`src/hw/rtl/stri_pkg.sv`:
```
// Shared types and constants for the self-terminating random interleaver.
// Used by the front queue, the back engine and the top level; no dependencies.
package stri_pkg;

  localparam int MaxLen     = 1024;
  localparam int AddrW      = $clog2(MaxLen);
  localparam int DrawW      = 10;
  localparam int PosW       = 10;
  localparam int LenW       = 11;
  localparam int OrderW     = 4;
  localparam int PeriodW    = 15;
  localparam int EpochW     = 8;
  localparam int QueueDepth = 2;
  localparam int QPtrW      = 1;
  localparam int QCountW    = 2;
  localparam int CfgIndexW  = 2;
  localparam int CfgDataW   = 11;
  localparam int InDataW    = 16;
  localparam int OutDataW   = 24;

  localparam logic [CfgIndexW-1:0] RegFrameLength = 2'd0;
  localparam logic [CfgIndexW-1:0] RegMemoryOrder = 2'd1;

  localparam logic [EpochW-1:0] EpochFirst = 8'd1;
  localparam logic [EpochW-1:0] EpochLast  = 8'hFF;
  localparam logic [EpochW-1:0] EpochNone  = 8'd0;

  typedef enum logic {
    KindDraw    = 1'b0,
    KindRestart = 1'b1
  } cmd_kind_t;

  typedef struct packed {
    cmd_kind_t              kind;
    logic [DrawW-1:0]       draw;
  } cmd_t;

  typedef struct packed {
    logic [LenW-1:0]        tau;
    logic [PeriodW-1:0]     period;
  } cfg_t;

  typedef struct packed {
    logic [QCountW-1:0]     count;
  } front_status_t;

  typedef struct packed {
    logic                   sweeping;
    logic                   out_load;
  } eng_status_t;

endpackage

```
`src/hw/rtl/stri_front.sv`:
```
// Front part: accepts input transactions, classifies them and queues them.
// Depends on stri_pkg.
module stri_front (
  input  logic                            clk,
  input  logic                            rst,
  input  logic                            s_tvalid,
  output logic                            s_tready,
  input  logic [stri_pkg::InDataW-1:0]    s_tdata,   // [9:0] draw, rest zero
  input  logic                            s_tuser,   // [0] restart
  input  logic                            hold,
  output stri_pkg::cmd_t                  cmd,
  output logic                            cmd_valid,
  input  logic                            cmd_pop,
  output stri_pkg::front_status_t         status
);

  stri_pkg::cmd_t                  q [stri_pkg::QueueDepth];
  logic [stri_pkg::QPtrW-1:0]      wr_ptr;
  logic [stri_pkg::QPtrW-1:0]      rd_ptr;
  logic [stri_pkg::QCountW-1:0]    count;
  logic                            push;
  logic                            pop;
  stri_pkg::cmd_t                  incoming;

  assign s_tready = (count != stri_pkg::QCountW'(stri_pkg::QueueDepth)) && !hold;
  assign push     = s_tvalid && s_tready;
  assign pop      = cmd_pop && cmd_valid;
  assign cmd_valid = (count != '0);
  assign cmd       = q[rd_ptr];
  assign status.count = count;

  // classify: a restart flag makes the item clear the frame first
  always_comb begin
    incoming.draw = s_tdata[stri_pkg::DrawW-1:0];
    incoming.kind = s_tuser ? stri_pkg::KindRestart : stri_pkg::KindDraw;
  end

  always_ff @(posedge clk) begin
    if (push) begin
      q[wr_ptr] <= incoming;
    end
    if (rst) begin
      wr_ptr <= '0;
      rd_ptr <= '0;
      count  <= '0;
    end else begin
      if (push) begin
        wr_ptr <= wr_ptr + 1'b1;
      end
      if (pop) begin
        rd_ptr <= rd_ptr + 1'b1;
      end
      if (push && !pop) begin
        count <= count + 1'b1;
      end else if (pop && !push) begin
        count <= count - 1'b1;
      end
    end
  end

endmodule

```
`config.mk`:
```
export PLATFORM = sky130hd
export DESIGN_NAME = stri_front
export DESIGN_NICKNAME = d
export VERILOG_FILES = /design/src/hw/rtl/stri_pkg.sv /design/src/hw/rtl/stri_front.sv
export SDC_FILE = /design/constraint.sdc
export NUM_CORES = 1
export LEC_CHECK = 0
export BUFFER_PORTS_ARGS = -buffer_cell sky130_fd_sc_hd__buf_2
export CAP_MARGIN = 15
export CORE_MARGIN = 2
export CORE_UTILIZATION = 47
export CTS_CLUSTER_SIZE = 10
export DETAILED_ROUTE_END_ITERATION = 12
export PLACE_DENSITY_LB_ADDON = 0.08
export SETUP_SLACK_MARGIN = 0.02
export SYNTH_ARGS = -nofsm -noshare
export SYNTH_HDL_FRONTEND = slang
export SYNTH_SLANG_ARGS = --single-unit
```
`constraint.sdc`:
```
create_clock -name clk -period 2.3 [get_ports clk]
set_input_delay 0.23 -clock clk [delete_from_list [all_inputs] [get_ports clk]]
set_output_delay 0.23 -clock clk [all_outputs]
set_load 0.05 [all_outputs]
```
==> flow_summary_export.csv <==
group,metric,value,unit
timing,grt_setup_unrepaired,"false",
setup_path,worstSetupEndpointType,"output pin",
floorplanning,placementRows,16,
clocking,cts_resized,0,
clocking,htree_levels,1,
timing,timing.final.max_slew_violations,0,
yosys,synthFlopType,"edfxtp_1",
run,cap_violations,0,
yosys,syn-num-nets,82,
timing,min_period,1790,ps
setup_path,r2r_cells,5,
clocking,hold_buffers,0,
final_layout,nets,118,
grt,grt_pass1_wl,2370,um
setup_path,critPathLaunchType,"register",
setup_path,r2r-start,"status[0]$_SDFFE_PP0P_",
timing,setup_viol,0,
yosys,syn_area,0.00103,mm2
grt,grt_usage,0.130,
place,dp.final_hpwl,1080,um
timing,relSlewSlack,0.660,
yosys,syn_inst,59,
pwr,p_leak,0.493,nW
setup_path,crit_type,"reg2out",
final_layout,final_util,0.619,
yosys,synth_seq_cells,27,
floorplanning,die_w,50.9,um
detailed_routing,drt_pre_antenna_iters,2,
yosys,synth.most_common_cell,"edfxtp_1",
yosys,synth_top_area_frac,0.640,
yosys,yosys.area.top_type,"edfxtp_1",
timing,layout_setup_ws,514,ps
pwr,powerDensity,1180,mW/mm2
timing,worst_pin_slew,510,ps
clocking,insertion_delay,310,ps
clocking,postCtsSetupRepairBufs,0,
place,place.gp.congestion,0.634,
detailed_routing,post-route-drc-count,0,
detailed_routing,viasPerCell,4.69,
grt,grt_pass1_vias,536,
yosys,synth_edf_count,22,
clocking,cts_buffers,3,
yosys,syn_avg_cell_area,17.5,um2
setup_path,worstPathRequired,2070,ps
yosys,synth.yosys.seq_area_share,0.737,
status,status,"completed",
yosys,async_reset_ff_frac,0,
detailed_routing,wl_per_cell,12.1,um
grt,globalRoute.totalOverflow,0,
final_layout,num_antenna_cells,0,
timing,clock_skew,1.76,ps
grt,grt_max_degree,15,
floorplanning,die-area,0.00259,mm2
timing,fmaxAchievable,560,MHz
pwr,p_total,1.48,mW
clocking,clkSlewWorstSetupHoldPaths,130,ps
final_layout,areaGrowthSynthToFinish,21.3,%
detailed_routing,routed_wl,1470,um
yosys,synth_cell_types,16,
detailed_routing,vias,568,
min_path,hp-class,"in2reg",
setup_path,worst-r2r-setup-slack,660,ps
timing,period_share,0.777,
place,place_ws,692,ps
yosys,synth_area_leaders,"edfxtp_1, mux2_2, dfxtp_1",
floorplanning,io_pins,37,
grt,grt_antenna_before_repair,0,
setup_path,rr_endpoint,"status[1]$_SDFFE_PP0P_",
yosys,synth_commonest_cells,"edfxtp_1, mux2_2, dfxtp_1, nor2_1, xor2_1",
floorplanning,coreArea,0.00202,mm2
place,io_buffers,30,
detailed_routing,drtIter0Drc,13,
detailed_routing,ant_nets,0,
setup_path,cp.arrival,1560,ps
pwr,ir_drop,0.000823,V
setup_path,cp-endpoint,"cmd[7]",
floorplanning,initial_core_util,0.511,
yosys,yosysWarnings,0,
timing,setup_tns,0,ps
timing,hold_violations,0,
setup_path,crit_fanout,11,
clocking,cts.path.max_buffers,2,
final_layout,drive_gt1_frac,0.521,
floorplanning,die_h,50.9,um
clocking,cts_sinks,27,
clocking,root_buffer,"clkbuf_4",
clocking,cts_tree,"built",
[through the flow]
step	cells	hold WS, ps	area [um2]
after floorplan	59	299	1030
after global placement	117	418	1230
after detailed placement	117	424	1230
after CTS	121	89.2	1250
after global routing	121	74.8	1250
final	121	99.0	1250
[worst min path at each step]
| stage | depth (start not counted) | startpoint | to |
|---|---|---|---|
| after global routing | 1 | s_tdata[0] | q[1][0]$_DFFE_PP_ |
| after CTS | 1 | s_tdata[1] | q[0][1]$_DFFE_PP_ |
| final | 1 | s_tdata[3] | q[0][3]$_DFFE_PP_ |
| after detailed placement | 1 | s_tdata[1] | q[1][1]$_DFFE_PP_ |
| after floorplan | 1 | rst | status[1]$_SDFFE_PP0P_ |
| after global placement | 1 | s_tdata[1] | q[0][1]$_DFFE_PP_ |
[per-layer routing]
metal	GRT usage	up-vias	part of all wire
met5	0	-	0
met3	0.0263	2	0.048
met2	0.219	19	0.52
met1	0.150	258	0.42
li1	-	289	-
met4	0.0811	0	0.016
[worst max-delay path: stages (launching register included)]
cell and delay (ps):
dfxtp_1 650, mux2_2 390, buf_2 210
[state kept, by name, summed over array words and instances (netlist names), named ones only]
register / cells
q: 22
rd_ptr: 1
status: 2
wr_ptr: 1
[where the power goes]
group	total [mW]	switching [mW]	leakage, nW	internal (mW)
clock network	0.191	0.123	0.0150	0.0677
registers	0.659	0.0634	0.243	0.596
logic	0.634	0.437	0.236	0.197
total	1.48	0.623	0.493	0.860
[logic make-up (layout without fill, tap and decap cells)]
family                     after synthesis  count (layout)  share of synthesized area
adders and majority gates                1               1                     0.0121
AOI/OAI and AO/OA                        3               3                     0.0145
muxes                                   12              12                      0.131
DFF                                     27              27                      0.737
buffers and inverters                    1              36                    0.00484
xor gates and xnor gates                 3               3                     0.0255
and+or+nand+nor                         12              12                     0.0752
[area by class of cell]
class                           instances  area, um2
Fill cell                             161        769
Timing Repair Buffer                   32        165
Multi-Input combinational cell         31        267
Sequential cell                        27        761
Tap cell                               27       33.8
Clock buffer                            4       26.3
[placed cells by master (no fill, tap or decap)]
cell type / instances
dfxtp_1: 5
ha_1: 1
a21oi_1: 1
nor3b_4: 1
clkbuf_4: 3
nor2_1: 5
or2_2: 1
clkbuf_1: 1
nor2b_2: 1
nor2b_1: 2
mux2_2: 11
o21ai_0: 2
and2_1: 1
mux2_1: 1
or3_1: 1
buf_4: 2
edfxtp_1: 22
xor2_1: 3
buf_2: 30
(Power assumes the default switching activity.)
